**config.mk**
```make
export PLATFORM = sky130hd
export DESIGN_NAME = byte_stuffed_frame_receiver_top
export DESIGN_NICKNAME = d
export VERILOG_FILES = /design/src/sv/bsfr_pkg.sv /design/src/sv/bsfr_in_reg.sv /design/src/sv/bsfr_decode.sv /design/src/sv/bsfr_out_reg.sv /design/src/sv/byte_stuffed_frame_receiver_top.sv
export SDC_FILE = /design/constraint.sdc
export NUM_CORES = 1
export LEC_CHECK = 0
export BUFFER_PORTS_ARGS = -buffer_cell sky130_fd_sc_hd__buf_2
export CORE_AREA = 5 5 98 100
export CTS_CLUSTER_SIZE = 24
export DETAILED_ROUTE_END_ITERATION = 10
export DIE_AREA = 0 0 103 105
export GPL_TIMING_DRIVEN = 0
export PLACE_DENSITY = 0.83
export SLEW_MARGIN = 20
export SYNTH_ARGS = -nofsm -noshare
export SYNTH_HDL_FRONTEND = slang
export SYNTH_SLANG_ARGS = --single-unit
export TNS_END_PERCENT = 1
```
**constraint.sdc**
```tcl
create_clock -name i_clk -period 6.9 [get_ports i_clk]
set_input_delay 1.035 -clock i_clk [delete_from_list [all_inputs] [get_ports i_clk]]
set_output_delay 1.035 -clock i_clk [all_outputs]
set_load 0.03 [all_outputs]
```
**src/sv/bsfr_pkg.sv**
```systemverilog
// bsfr_pkg: types and constants for the byte-stuffed frame receiver
// no dependencies; used by bsfr_decode, bsfr_out_reg, the top level and the bench
package bsfr_pkg;

    localparam logic [7:0]  FLAG_BYTE = 8'h7E;
    localparam logic [7:0]  ESC_BYTE  = 8'h7D;
    localparam logic [7:0]  ESC_XOR   = 8'h20;

    localparam logic [15:0] MAX_RAW_RESET = 16'd264;
    localparam logic [15:0] COUNT_MAX     = 16'hFFFF;

    localparam logic [1:0]  KIND_DATA    = 2'd0;
    localparam logic [1:0]  KIND_END     = 2'd1;
    localparam logic [1:0]  KIND_NOSTART = 2'd2;
    localparam logic [1:0]  KIND_TRUNC   = 2'd3;

    localparam logic [1:0]  PH_WAIT = 2'd0;
    localparam logic [1:0]  PH_DATA = 2'd1;
    localparam logic [1:0]  PH_ESC  = 2'd2;

    typedef struct packed {
        logic [15:0] frame_length;
        logic [7:0]  data_byte;
        logic [1:0]  kind;
    } t_result;

endpackage

```
**src/sv/bsfr_in_reg.sv**
```systemverilog
// bsfr_in_reg: input register for raw line bytes
// depends on nothing but the clock and reset of the top level
module bsfr_in_reg (
    input  logic       i_clk,
    input  logic       i_rst_n,
    input  logic       i_valid,
    output logic       o_ready,
    input  logic [7:0] i_byte,
    input  logic       i_advance,
    output logic       o_valid,
    output logic [7:0] o_byte
);

    logic       r_valid;
    logic [7:0] r_byte;

    assign o_ready = !r_valid || i_advance;

    always_ff @(posedge i_clk) begin
        if (!i_rst_n) begin
            r_valid <= 1'b0;
        end else if (i_valid && o_ready) begin
            r_valid <= 1'b1;
        end else if (i_advance) begin
            r_valid <= 1'b0;
        end
    end

    always_ff @(posedge i_clk) begin
        if (i_valid && o_ready) begin
            r_byte <= i_byte;
        end
    end

    assign o_valid = r_valid;
    assign o_byte  = r_byte;

endmodule

```
**src/sv/bsfr_decode.sv**
```systemverilog
// bsfr_decode: frame state and de-stuffing logic, one byte per advance
// depends on bsfr_pkg
module bsfr_decode
    import bsfr_pkg::*;
(
    input  logic        i_clk,
    input  logic        i_rst_n,
    input  logic        i_advance,
    input  logic [7:0]  i_byte,
    input  logic [15:0] i_max_raw,
    output logic        o_res_valid,
    output t_result     o_res
);

    logic [1:0]  r_phase;
    logic [15:0] r_raw_count;
    logic [15:0] r_dec_count;
    logic [1:0]  n_phase;
    logic [15:0] n_raw_count;
    logic [15:0] n_dec_count;
    logic [15:0] raw_inc;
    logic [15:0] dec_inc;

    assign raw_inc = (r_raw_count < COUNT_MAX) ? r_raw_count + 16'd1 : r_raw_count;
    assign dec_inc = r_dec_count + 16'd1;

    always_comb begin
        n_phase       = r_phase;
        n_raw_count   = r_raw_count;
        n_dec_count   = r_dec_count;
        o_res_valid   = 1'b0;
        o_res         = '0;
        if (r_phase != PH_DATA && r_phase != PH_ESC) begin
            n_raw_count = '0;
            n_dec_count = '0;
            n_phase     = PH_WAIT;
            if (i_byte != FLAG_BYTE) begin
                o_res_valid = 1'b1;
                o_res.kind  = KIND_NOSTART;
            end else if (i_max_raw <= 16'd1) begin
                // opening flag alone already reaches the limit
                o_res_valid = 1'b1;
                o_res.kind  = KIND_TRUNC;
            end else begin
                n_phase     = PH_DATA;
                n_raw_count = 16'd1;
            end
        end else if (r_phase == PH_DATA && i_byte == FLAG_BYTE) begin
            o_res_valid        = 1'b1;
            o_res.kind         = KIND_END;
            o_res.frame_length = r_dec_count;
            n_phase            = PH_WAIT;
            n_raw_count        = '0;
            n_dec_count        = '0;
        end else if (raw_inc >= i_max_raw) begin
            // limit byte is dropped
            o_res_valid        = 1'b1;
            o_res.kind         = KIND_TRUNC;
            o_res.frame_length = r_dec_count;
            n_phase            = PH_WAIT;
            n_raw_count        = '0;
            n_dec_count        = '0;
        end else if (r_phase == PH_ESC) begin
            o_res_valid     = 1'b1;
            o_res.kind      = KIND_DATA;
            o_res.data_byte = i_byte ^ ESC_XOR;
            n_phase         = PH_DATA;
            n_raw_count     = raw_inc;
            n_dec_count     = dec_inc;
        end else if (i_byte == ESC_BYTE) begin
            n_phase     = PH_ESC;
            n_raw_count = raw_inc;
        end else begin
            o_res_valid     = 1'b1;
            o_res.kind      = KIND_DATA;
            o_res.data_byte = i_byte;
            n_raw_count     = raw_inc;
            n_dec_count     = dec_inc;
        end
    end

    always_ff @(posedge i_clk) begin
        if (!i_rst_n) begin
            r_phase     <= PH_WAIT;
            r_raw_count <= '0;
            r_dec_count <= '0;
        end else if (i_advance) begin
            r_phase     <= n_phase;
            r_raw_count <= n_raw_count;
            r_dec_count <= n_dec_count;
        end
    end

`ifndef NO_ASSERTIONS
    // counters are clear whenever no frame is open
    a_wait_clear: assert property (@(posedge i_clk) disable iff (!i_rst_n)
        (r_phase == PH_WAIT) |-> (r_raw_count == 16'd0 && r_dec_count == 16'd0))
        else $error("counters not clear while waiting for flag");

    // every decoded byte used at least one raw byte beyond the opening flag
    a_dec_below_raw: assert property (@(posedge i_clk) disable iff (!i_rst_n)
        (r_phase == PH_DATA || r_phase == PH_ESC) |-> (r_dec_count < r_raw_count))
        else $error("decoded count not below raw count");

    // a data result never carries a length
    a_data_no_len: assert property (@(posedge i_clk) disable iff (!i_rst_n)
        (o_res_valid && o_res.kind == KIND_DATA) |-> (o_res.frame_length == 16'd0))
        else $error("data result with nonzero length");

    // an escape is always followed by data or a cut-off
    a_esc_next: assert property (@(posedge i_clk) disable iff (!i_rst_n)
        (i_advance && r_phase == PH_ESC) |-> o_res_valid)
        else $error("escaped byte gave no result");
`endif

endmodule

```
**src/sv/bsfr_out_reg.sv**
```systemverilog
// bsfr_out_reg: result register feeding the output stream
// depends on bsfr_pkg
module bsfr_out_reg
    import bsfr_pkg::*;
(
    input  logic    i_clk,
    input  logic    i_rst_n,
    input  logic    i_in_valid,
    output logic    o_advance,
    input  logic    i_res_valid,
    input  t_result i_res,
    output logic    o_valid,
    input  logic    i_ready,
    output t_result o_res
);

    logic    r_valid;
    t_result r_res;

    // slot frees when empty or when the held result is taken this cycle
    assign o_advance = i_in_valid && (!r_valid || i_ready);

    always_ff @(posedge i_clk) begin
        if (!i_rst_n) begin
            r_valid <= 1'b0;
        end else if (o_advance) begin
            r_valid <= i_res_valid;
        end else if (i_ready) begin
            r_valid <= 1'b0;
        end
    end

    always_ff @(posedge i_clk) begin
        if (o_advance && i_res_valid) begin
            r_res <= i_res;
        end
    end

    assign o_valid = r_valid;
    assign o_res   = r_res;

endmodule

```
**src/sv/byte_stuffed_frame_receiver_top.sv**
```systemverilog
// byte_stuffed_frame_receiver_top: de-stuffing receiver for 0x7E-delimited frames
// depends on bsfr_pkg, bsfr_in_reg, bsfr_decode, bsfr_out_reg
//
// Takes one raw line byte per cycle and gives at most one result per byte:
// a decoded data byte, a frame end with the decoded length, a missing-start
// report, or a cut-off when the raw byte limit (cfg register, reset 264) is
// reached. A byte passes an input register and the decode logic into a
// result register, and a new byte is taken every cycle as long as the
// result register is empty or being drained; the frame state update is
// the loop that sets this rate. Write
// the limit only while no bytes are in flight.
module byte_stuffed_frame_receiver_top
    import bsfr_pkg::*;
(
    input  logic        i_clk,
    input  logic        i_rst_n,
    input  logic        i_s_axis_tvalid,
    output logic        o_s_axis_tready,
    input  logic [7:0]  i_s_axis_tdata,   // [7:0] rx_byte
    output logic        o_m_axis_tvalid,
    input  logic        i_m_axis_tready,
    output logic [23:0] o_m_axis_tdata,   // [7:0] data_byte, [23:8] frame_length
    output logic [1:0]  o_m_axis_tuser,   // [1:0] kind
    input  logic        i_cfg_wr_en,
    input  logic [15:0] i_cfg_wr_data     // max_raw_bytes
);

    logic [15:0] r_max_raw;
    logic        in_valid;
    logic [7:0]  in_byte;
    logic        advance;
    logic        res_valid;
    t_result     res;
    t_result     out_res;

    always_ff @(posedge i_clk) begin
        if (!i_rst_n) begin
            r_max_raw <= MAX_RAW_RESET;
        end else if (i_cfg_wr_en) begin
            r_max_raw <= i_cfg_wr_data;
        end
    end

    bsfr_in_reg u_in_reg (
        .i_clk     (i_clk),
        .i_rst_n   (i_rst_n),
        .i_valid   (i_s_axis_tvalid),
        .o_ready   (o_s_axis_tready),
        .i_byte    (i_s_axis_tdata),
        .i_advance (advance),
        .o_valid   (in_valid),
        .o_byte    (in_byte)
    );

    bsfr_decode u_decode (
        .i_clk       (i_clk),
        .i_rst_n     (i_rst_n),
        .i_advance   (advance),
        .i_byte      (in_byte),
        .i_max_raw   (r_max_raw),
        .o_res_valid (res_valid),
        .o_res       (res)
    );

    bsfr_out_reg u_out_reg (
        .i_clk       (i_clk),
        .i_rst_n     (i_rst_n),
        .i_in_valid  (in_valid),
        .o_advance   (advance),
        .i_res_valid (res_valid),
        .i_res       (res),
        .o_valid     (o_m_axis_tvalid),
        .i_ready     (i_m_axis_tready),
        .o_res       (out_res)
    );

    assign o_m_axis_tdata = {out_res.frame_length, out_res.data_byte};
    assign o_m_axis_tuser = out_res.kind;

endmodule

```
; Word-level counts from Yosys, hierarchy flattened
; Index checks and enable logic that the tools add are counted.
[totals]
regBits = 86
latchBits = 0
ram_bits = 0
rom_bits = 0
inputBits = 29
out_inout_bits = 28
elab_cells = 77
n_memories = 0
[classes]
n_addsub = 2
mul = 0
div = 0
magnitude_cmp = 3
eq_ne = 8
shifts = 0
muxes = 38
bitwise = 1
n_reduce_logical = 15
[op_table]
columns = operator, n
row1 = $mux 16, 12
row2 = $add 16x1->16 const B, 2
row3 = $mux 2, 11
row4 = $mux 10, 2
row5 = $eq 8x7->1 const B, 2
row6 = $ge 16x16->1, 1
row7 = $le 16x1->1 const B, 1
row8 = $lt 16x16->1 const B, 1
row9 = $mux 1, 13
row10 = $ne 8x7->1 const B, 1
row11 = $logic_and 1x1->1, 5
row12 = $ne 5x1->1 const B, 1
row13 = $reduce_bool 5->1, 1
row14 = $reduce_and 2->1, 2
row15 = $reduce_bool 2->1, 2
row16 = $reduce_or 3->1, 1
row17 = $eq 2x1->1 const B, 1
row18 = $eq 2x2->1 const B, 1
row19 = $logic_not 1->1, 2
row20 = $logic_or 1x1->1, 2
row21 = $ne 2x1->1 const B, 1
row22 = $ne 2x2->1 const B, 1
row23 = $not 1->1, 1

; Logic depth before layout (Yosys ltp)
; Gate-level depths: netlist (run 1).
[logic_depth]
word_depth = 7
depth_mapped = 16
ltp_nobuf = 13

; Hierarchy
; A second synthesis (run 1) with hierarchy kept.
[unflattened]
hier_cells = 481
area_unflattened_um2 = 4626.9
[by_module_without_submodules]
columns = module, instances, cells_per_inst, area_per_inst_um2, seq_area_each_um2
row1 = bsfr_decode, 1, 385, 2864.0, 680.7
row2 = bsfr_out_reg, 1, 32, 854.6, 800.8
row3 = byte_stuffed_frame_receiver_top, 1, 51, 610.6, 320.3
row4 = bsfr_in_reg, 1, 13, 297.8, 260.2

; Worst setup path before layout (run 1)
; Ideal clock, no wire load.
[synth_path]
path_kind = reg-to-reg
startpoint = register u_decode.r_raw_count[2]
endpoint = register u_out_reg.r_res (netlist bit u_out_reg.o_res[0]) (enable)
setup_time_ns = 0.444
t_arrival_ns = 4.924
required_ns = 6.456
path_slack_ns = 1.532
path_stages_with_launch = 14
n_path_buf = 3
synth_period_minus_slack_ns = 5.368
path_cell_list = dfxtp_1 clkbuf_1 and4_1 nand4_1 or2_2 clkbuf_1 nand2_1 ha_1 nand4_1 or3_1 or4_4 buf_6 and3_4 nor3_1
[synth_between]
elab_chain_len = 7
elab_cells_between_ends = 8
classes_between = add/sub (1) / order compare (2) / mux (4) / reduce/logical (1)
[synth_rtl]
columns = element, line
row1 = from (decl), bsfr_decode.sv:16  ; logic [15:0] r_raw_count;
row2 = from (signal assigned), bsfr_decode.sv:89  ; r_raw_count <= n_raw_count;
row3 = $add 16x1->16 or $lt 16x16->1 (tied branches), bsfr_decode.sv:24  ; assign raw_inc = (r_raw_count < COUNT_MAX) ? r_raw_count + 16'd1 : r_raw_count;
row4 = $mux 16 *, bsfr_decode.sv:24
row5 = $ge 16x16->1 *, bsfr_decode.sv:55  ; end else if (raw_inc >= i_max_raw) begin
row6 = $mux 1 *, bsfr_decode.sv:55
row7 = $mux 1 *, bsfr_decode.sv:48  ; end else if (r_phase == PH_DATA && i_byte == FLAG_BYTE) begin
row8 = $mux 1 *, bsfr_decode.sv:33  ; if (r_phase != PH_DATA && r_phase != PH_ESC) begin
row9 = $logic_and 1x1->1 *, bsfr_out_reg.sv:34  ; if (o_advance && i_res_valid) begin
row10 = to (signal assigned), bsfr_out_reg.sv:35  ; r_res <= i_res;
row11 = to (decl), bsfr_out_reg.sv:18  ; t_result r_res;
; Mark *: on every way between the ends. The rest lies on a longest branch, timed or not.
; A chain may end at the register's enable or synchronous reset.

; Final worst setup path (run 1)
; Same ends and word-level chain as after synthesis.

==> results of run 1 <==
==> final cells by class <==
class,instances,area [um2]
buffer,30,123.9
clock buffer,9,123.9
clock inverter,7,105.1
fill,737,3377
inverter,24,90.09
multi-input combinational,348,2287
sequential,86,2062
tap,108,135.1
timing repair buffer,56,289.0
==> cell families after synthesis <==
logic type / Yosys count
simple gates: 218
xor+xnor: 14
flops: 86
fa+ha+maj: 20
mux: 21
buf+inv: 54
compound gates: 75
==> registers in the layout, summed over array words and instances (netlist names) <==
signal / flops
u_in_reg.o_byte: 8
u_decode.r_dec_count: 16
r_max_raw: 16
u_decode.r_phase: 2
u_out_reg.o_res: 26
u_out_reg.o_valid: 1
u_decode.r_raw_count: 16
u_in_reg.o_valid: 1
==> cells in the mapped netlist (2+ instances only) <==
library cell  instances
and4_1                5
o21ai_0              15
a41oi_1               2
nor2_1               33
ha_1                 20
or4_4                 2
nand4_1              26
nor2b_1               2
nand2_1              36
mux2_2                3
and3_1               21
o21a_1                2
a211oi_1              3
a21oi_1              15
a21o_1                2
edfxtp_1             34
nand3b_1              2
a311oi_1              2
nor4_1                8
mux2i_1              18
nand3_1              27
inv_1                23
o211ai_1              7
and2_1               21
nand2b_1              7
buf_1                 5
or4_1                 2
or3_1                 3
buf_2                 2
or2_2                 2
a31oi_1              11
o311ai_0              2
dfxtp_1              52
o21bai_1              2
xnor2_1              13
a41o_1                4
clkbuf_1             21
nor4b_1               2
nor3_1               17
==> cells in the final DEF (no fill, tap or decap), types with 3 or more instances in the layout <==
cell and count:
a211oi_1 3, mux2i_1 18, ha_1 20, nor4_1 8, and4_1 5, a31oi_1 11, or3_1 3, xnor2_1 13
mux2_2 3, dfxtp_1 52, buf_2 56, edfxtp_1 34, nor3_1 16, o211ai_1 7, nor2_1 33, nand3_1 27
a21oi_1 15, and2_1 21, o21ai_0 15, inv_1 23, clkbuf_8 9, a41o_1 4, and3_1 21, nand2b_1 7
clkbuf_1 21, nand4_1 26, buf_1 5, nand2_1 36
==> worst min-delay path: stages, from the launching register on <==
cell	delay, ns
dfxtp_1	0.35
nand2_1	0.06
a21oi_1	0.06
==> per-stage QoR <==
step / util, % / power, W
CTS: 60.70 / 0.001064
finish: 60.70 / 0.001063
global route: 60.70 / 0.001100
detailed placement: 58.04 / 0.0006622
floorplan: - / 0.0006269
global placement: 57.76 / 0.0006586
==> worst paths after layout <==
| path | endpoint | slack, ns | depth (start not counted) |
|---|---|---|---|
| max reg2reg | u_out_reg.o_res[0] | 2.14 | 14 |
| min | u_decode.r_raw_count[1] | 0.51 | 2 |
| min reg2reg | u_decode.r_raw_count[1] | 0.51 | 2 |
| max | u_out_reg.o_res[0] | 2.14 | 14 |
==> power by group <==
part | switching, W | internal, W | total [W] | leakage (nW)
Clock | 0.000202 | 0.000210 | 0.000412 | 0.118
Sequential | 0.00000830 | 0.000544 | 0.000553 | 0.740
Combinational | 0.0000674 | 0.0000310 | 0.0000984 | 1.15
Total | 0.000278 | 0.000786 | 0.00106 | 2.01
==> routing by layer <==
metal / share of wire, % / GRT usage, % / vias up
met5: 0 / 0 / -
met4: 2.5 / 7.123 / 0
met3: 8.5 / 4.997 / 35
met2: 49 / 36.30 / 198
met1: 40 / 27.92 / 1849
li1: - / - / 1930
==> out/qor.yml, run 1 <==
max-cap-violations: 0
path_max_fanout: 11
grt_overflow: 0
crit_buf_inv: 4
grt_pass1_wl_mm: 18.96
power_leakage_nw: 2.010
worst_pin_slew_ns: 0.7203
drt_first_iter_violations: 320
dp_hpwl_mm: 8.540
hold_viol: 0
cp-end-kind: "register"
synth_top_area_share_pct: 22.84
outcome: "finished, final reports clean"
areaGrowthSynthToFinish_pct: 14.44
grt_pass1_vias: 3877
grt_usage_pct: 21.89
rsz0062_at_grt: "no"
layout_min_cycle_time_ns: 4.755
synth_mux_area_share_pct: 4.694
skew_ns: 0.009267
grt_start_max_net_pins: 17
drt_wl_total_mm: 11.55
final.setup.tns_ns: 0
post_cts.repair.setup_buffers: 0
core_mm2: 0.008593
htree_levels: 3
vdd_drop_max_v: 0.0001250
io_pins: 57
synth-xor-area-share_pct: 2.690
ys_seq_area_share_pct: 45.24
die_area_mm2: 0.01082
die_w_um: 103
fin_area_mm2: 0.005216
reg2reg_from: "u_decode.r_raw_count[2]"
final_cells: 668
hp-start: "u_decode.r_raw_count[1]"
netlist_top_cells_area: "dfxtp_1 23%, edfxtp_1 22%, ha_1 5.5%, mux2i_1 4.0%, nand4_1 3.6%"
syn_area_mm2: 0.004558
cts.sinks: 86
ys_types: 53
clock.fmax_mhz: 210.3
synth_fa_ha_area_share_pct: 5.490
synth-compound-area-share_pct: 11.31
drc: 0
finalCritPeriodShare_pct: 68.91
antenna_found_initial: 0
setup_viol: 0
synth_async_sr_flop_share_pct: 0
clockRootBuffer: "clkbuf_8"
slew_headroom_pct: 51.30
startpoint: "u_decode.r_raw_count[2]"
crit_slowest_cell: "or4_4"
gp_congestion: 0.9446
cts_resized: 0
antenna_left: 0
critical_path.cell_chain: "clkbuf_1 > and4_1 > nand4_1 > or2_2 > clkbuf_1 > nand2_1 > ha_1 > nand4_1 > or3_1 > or4_4 > buf_6 > and3_4 > nor3_2 > buf_4"
start_kind: "register"
drt-wirelength-per-cell_um: 17.29
ys_ff_latch: 86
synth.net_count: 537
numCtsBuffers: 9
cts.clk_slew.worst_paths_ns: 0.09
floorplan.initialDensity_pct: 53.04
pre_cts_ws_ns: 2.214
ys.warnings.count: 0
critPathKind: "register to register"
synth_edf_count: 34
viasPerCell: 6.006
io_buffers: 54
crit_family: "simple AND/OR/NAND/NOR gates"
setup_slack_ns: 2.145
slowest_delay_ns: 0.55
ys.flop_type: "dfxtp_1"
yosysTopAreaCell: "dfxtp_1"
synthSimpleGateAreaFrac_pct: 25.89
cts_buffer_depth: 2
power_density_mw_per_mm2: 203.9
die_h_um: 105
cp_data_required_time_ns: 6.98
final_max_slew_viol_count: 0
hold_class: "register to register"
post-place-cells: 652
placed_area_mm2: 0.004987
worstPathArrival_ns: 4.83
synthCells: 488
clkLatencyLatePin_ns: 0.37
timing.hold.ws_ns: 0.5137
postCtsHoldBufs: 0
cts_tree: "yes"
synth_top_family_by_area: "simple AND/OR/NAND/NOR gates"
n_antenna_cell: 0
syn_avg_cell_area_um2: 9.340
final_layout_size_suffix_gt1_share_pct: 16.25
route.vias.total: 4012
firstDrtPassIters: 5
rows: 34
nets: 604
No activity file was read; power rests on OpenSTA's default activity.
==> run 2, diff against run 1 <==
clock period = 4.7 ns   (was 6.9 ns; I/O delays follow)
==> out/qor.yml, run 2 (same netlist as run 1, synthesis figures left out) <==
start_kind: "register"  # unchanged
grt_pass1_wl_mm: 18.81  # was 18.96 mm
cp-end-kind: "register"  # unchanged
cts_buffer_depth: 2  # unchanged
slew_headroom_pct: 54.29  # was 51.30%
cts_tree: "yes"  # unchanged
cp_num_cells: 15  # was 14
io_buffers: 54  # unchanged
r2r_cells: 15  # was 14
setup_viol: 0  # unchanged
critical_path.cell_chain: "clkbuf_1 > and4_1 > nand4_1 > or2_2 > clkbuf_1 > nand2_1 > ha_1 > nand4_1 > or3_1 > or4_4 > buf_6 > and4_1 > buf_2 > clkbuf_1 > and3_1"  # was clkbuf_1 > and4_1 > nand4_1 > or2_2 > clkbuf_1 > nand2_1 > ha_1 > nand4_1 > or3_1 > or4_4 > buf_6 > and3_4 > nor3_2 > buf_4
crit_buf_inv: 5  # was 4
clock.fmax_mhz: 220.3  # was 210.3 MHz
die_area_mm2: 0.01082  # unchanged
antenna_left: 0  # unchanged
path_max_fanout: 10  # was 11
cts.clk_slew.worst_paths_ns: 0.10  # was 0.09 ns
post-place-cells: 651  # was 652
firstDrtPassIters: 5  # unchanged
route.vias.total: 4104  # was 4012
drt-wirelength-per-cell_um: 17.64  # was 17.29 um
clockRootBuffer: "clkbuf_8"  # unchanged
final_cells: 669  # was 668
core_mm2: 0.008593  # unchanged
layout_min_cycle_time_ns: 4.539  # was 4.755 ns
rsz0062_at_grt: "yes"  # was no
io_pins: 57  # unchanged
grt_usage_pct: 21.94  # was 21.89%
finalCritPeriodShare_pct: 96.58  # was 68.91%
htree_levels: 3  # unchanged
crit_slowest_cell: "or4_4"  # unchanged
grt_pass1_vias: 3921  # was 3877
crit_top_cell: "clkbuf_1"
final_cell_mix: "56 x buf_2, 52 x dfxtp_1, 36 x nand2_1"  # unchanged
grt_start_max_net_pins: 18  # was 17
skew_ns: 0.01501  # was 0.009267 ns
power_density_mw_per_mm2: 289.0  # was 203.9 mW/mm2
pre_cts_ws_ns: 0.1157  # was 2.214 ns
drc: 0  # unchanged
die_h_um: 105  # unchanged
final_max_slew_viol_count: 0  # unchanged
postCtsHoldBufs: 0  # unchanged
cp_data_required_time_ns: 4.83  # was 6.98 ns
slowest_delay_ns: 0.54  # was 0.55 ns
areaGrowthSynthToFinish_pct: 15.02  # was 14.44%
worstPathArrival_ns: 4.67  # was 4.83 ns
rows: 34  # unchanged
setup_slack_ns: 0.1609  # was 2.145 ns
hold_class: "register to register"  # unchanged
crit_family: "simple AND/OR/NAND/NOR gates"  # unchanged
grt_overflow: 0  # unchanged
clkLatencyLatePin_ns: 0.37  # about the same
drt_first_iter_violations: 362  # was 320
power_leakage_nw: 2.013  # was 2.010 nW
largest_reg_flops: 26  # unchanged
nets: 605  # was 604
cts.sinks: 86  # unchanged
antenna_found_initial: 0  # unchanged
holdPathStages: 2  # unchanged
die_w_um: 103  # unchanged
critPathKind: "register to register"  # unchanged
n_antenna_cell: 0  # unchanged
dp_hpwl_mm: 8.504  # was 8.540 mm
numCtsBuffers: 9  # unchanged
final.setup.tns_ns: 0  # unchanged
drt_wl_total_mm: 11.80  # was 11.55 mm
floorplan.initialDensity_pct: 53.04  # unchanged
hold_viol: 0  # unchanged
outcome: "finished, final reports clean"  # unchanged
worst_pin_slew_ns: 0.6857  # was 0.7203 ns
gp_congestion: 0.9362  # was 0.9446
final_layout_size_suffix_gt1_share_pct: 16.76  # was 16.25%
viasPerCell: 6.135  # was 6.006
max-cap-violations: 0  # unchanged
vdd_drop_max_v: 0.0001802  # was 0.0001250 V
layout_commonest_cell: "buf_2"  # unchanged
## run 2: layer usage
layer / global-route usage (%) / vias up / part of all wire [%]
met4: 10.82 / 0 / 4.7
li1: - / 1938 / -
met2: 34.92 / 212 / 47
met1: 27.47 / 1897 / 39
met3: 5.330 / 57 / 9.0
met5: 0 / - / 0
## run 2: final timing paths
path	to	from	slack, ns
max	u_out_reg.o_res[9]	u_decode.r_raw_count[2]	0.16
min	u_decode.r_raw_count[1]	u_decode.r_raw_count[1]	0.50
min reg2reg	u_decode.r_raw_count[1]	u_decode.r_raw_count[1]	0.50
max reg2reg	u_out_reg.o_res[9]	u_decode.r_raw_count[2]	0.16
## run 2: per-stage QoR
| stage | hold WS (ns) | power [W] | utilization (%) | instance area (um2) |
|---|---|---|---|---|
| global placement | 0.4666 | 0.0009657 | 57.82 | 4969 |
| detailed placement | 0.4840 | 0.0009757 | 58.21 | 5002 |
| global route | 0.4963 | 0.001574 | 61.01 | 5243 |
| finish | 0.4984 | 0.001515 | 61.01 | 5243 |
| floorplan | 0.4546 | 0.0009202 | - | 4563 |
| CTS | 0.4971 | 0.001512 | 60.61 | 5209 |
## run 2: cell type report
cell class	count	area (um2)
fill	738	3351
multi-input combinational	348	2298
sequential	86	2062
timing repair buffer	57	325.3
clock buffer	10	137.6
tap	108	135.1
buffer	30	125.1
inverter	24	90.09
clock inverter	6	68.82
## run 2: repair_timing
action / 4_1_cts / 5_1_grt
endpoints found under the setup margin: 0 / 71
setup buffers: 0 / 2
gates resized for setup: 0 / 2
## run 2: tightest hold or removal path, delay by kind of cell, from the launching register on
family | cells | cell delay [ns]
DFF | 1 | 0.35
and+or+nand+nor | 1 | 0.06
AOI/OAI and AO/OA | 1 | 0.05
## run 2: power breakdown
group / switching (W) / internal (W)
Clock: 0.000287 / 0.000264
Sequential: 0.0000129 / 0.000799
Combinational: 0.000103 / 0.0000496
Total: 0.000402 / 0.00111
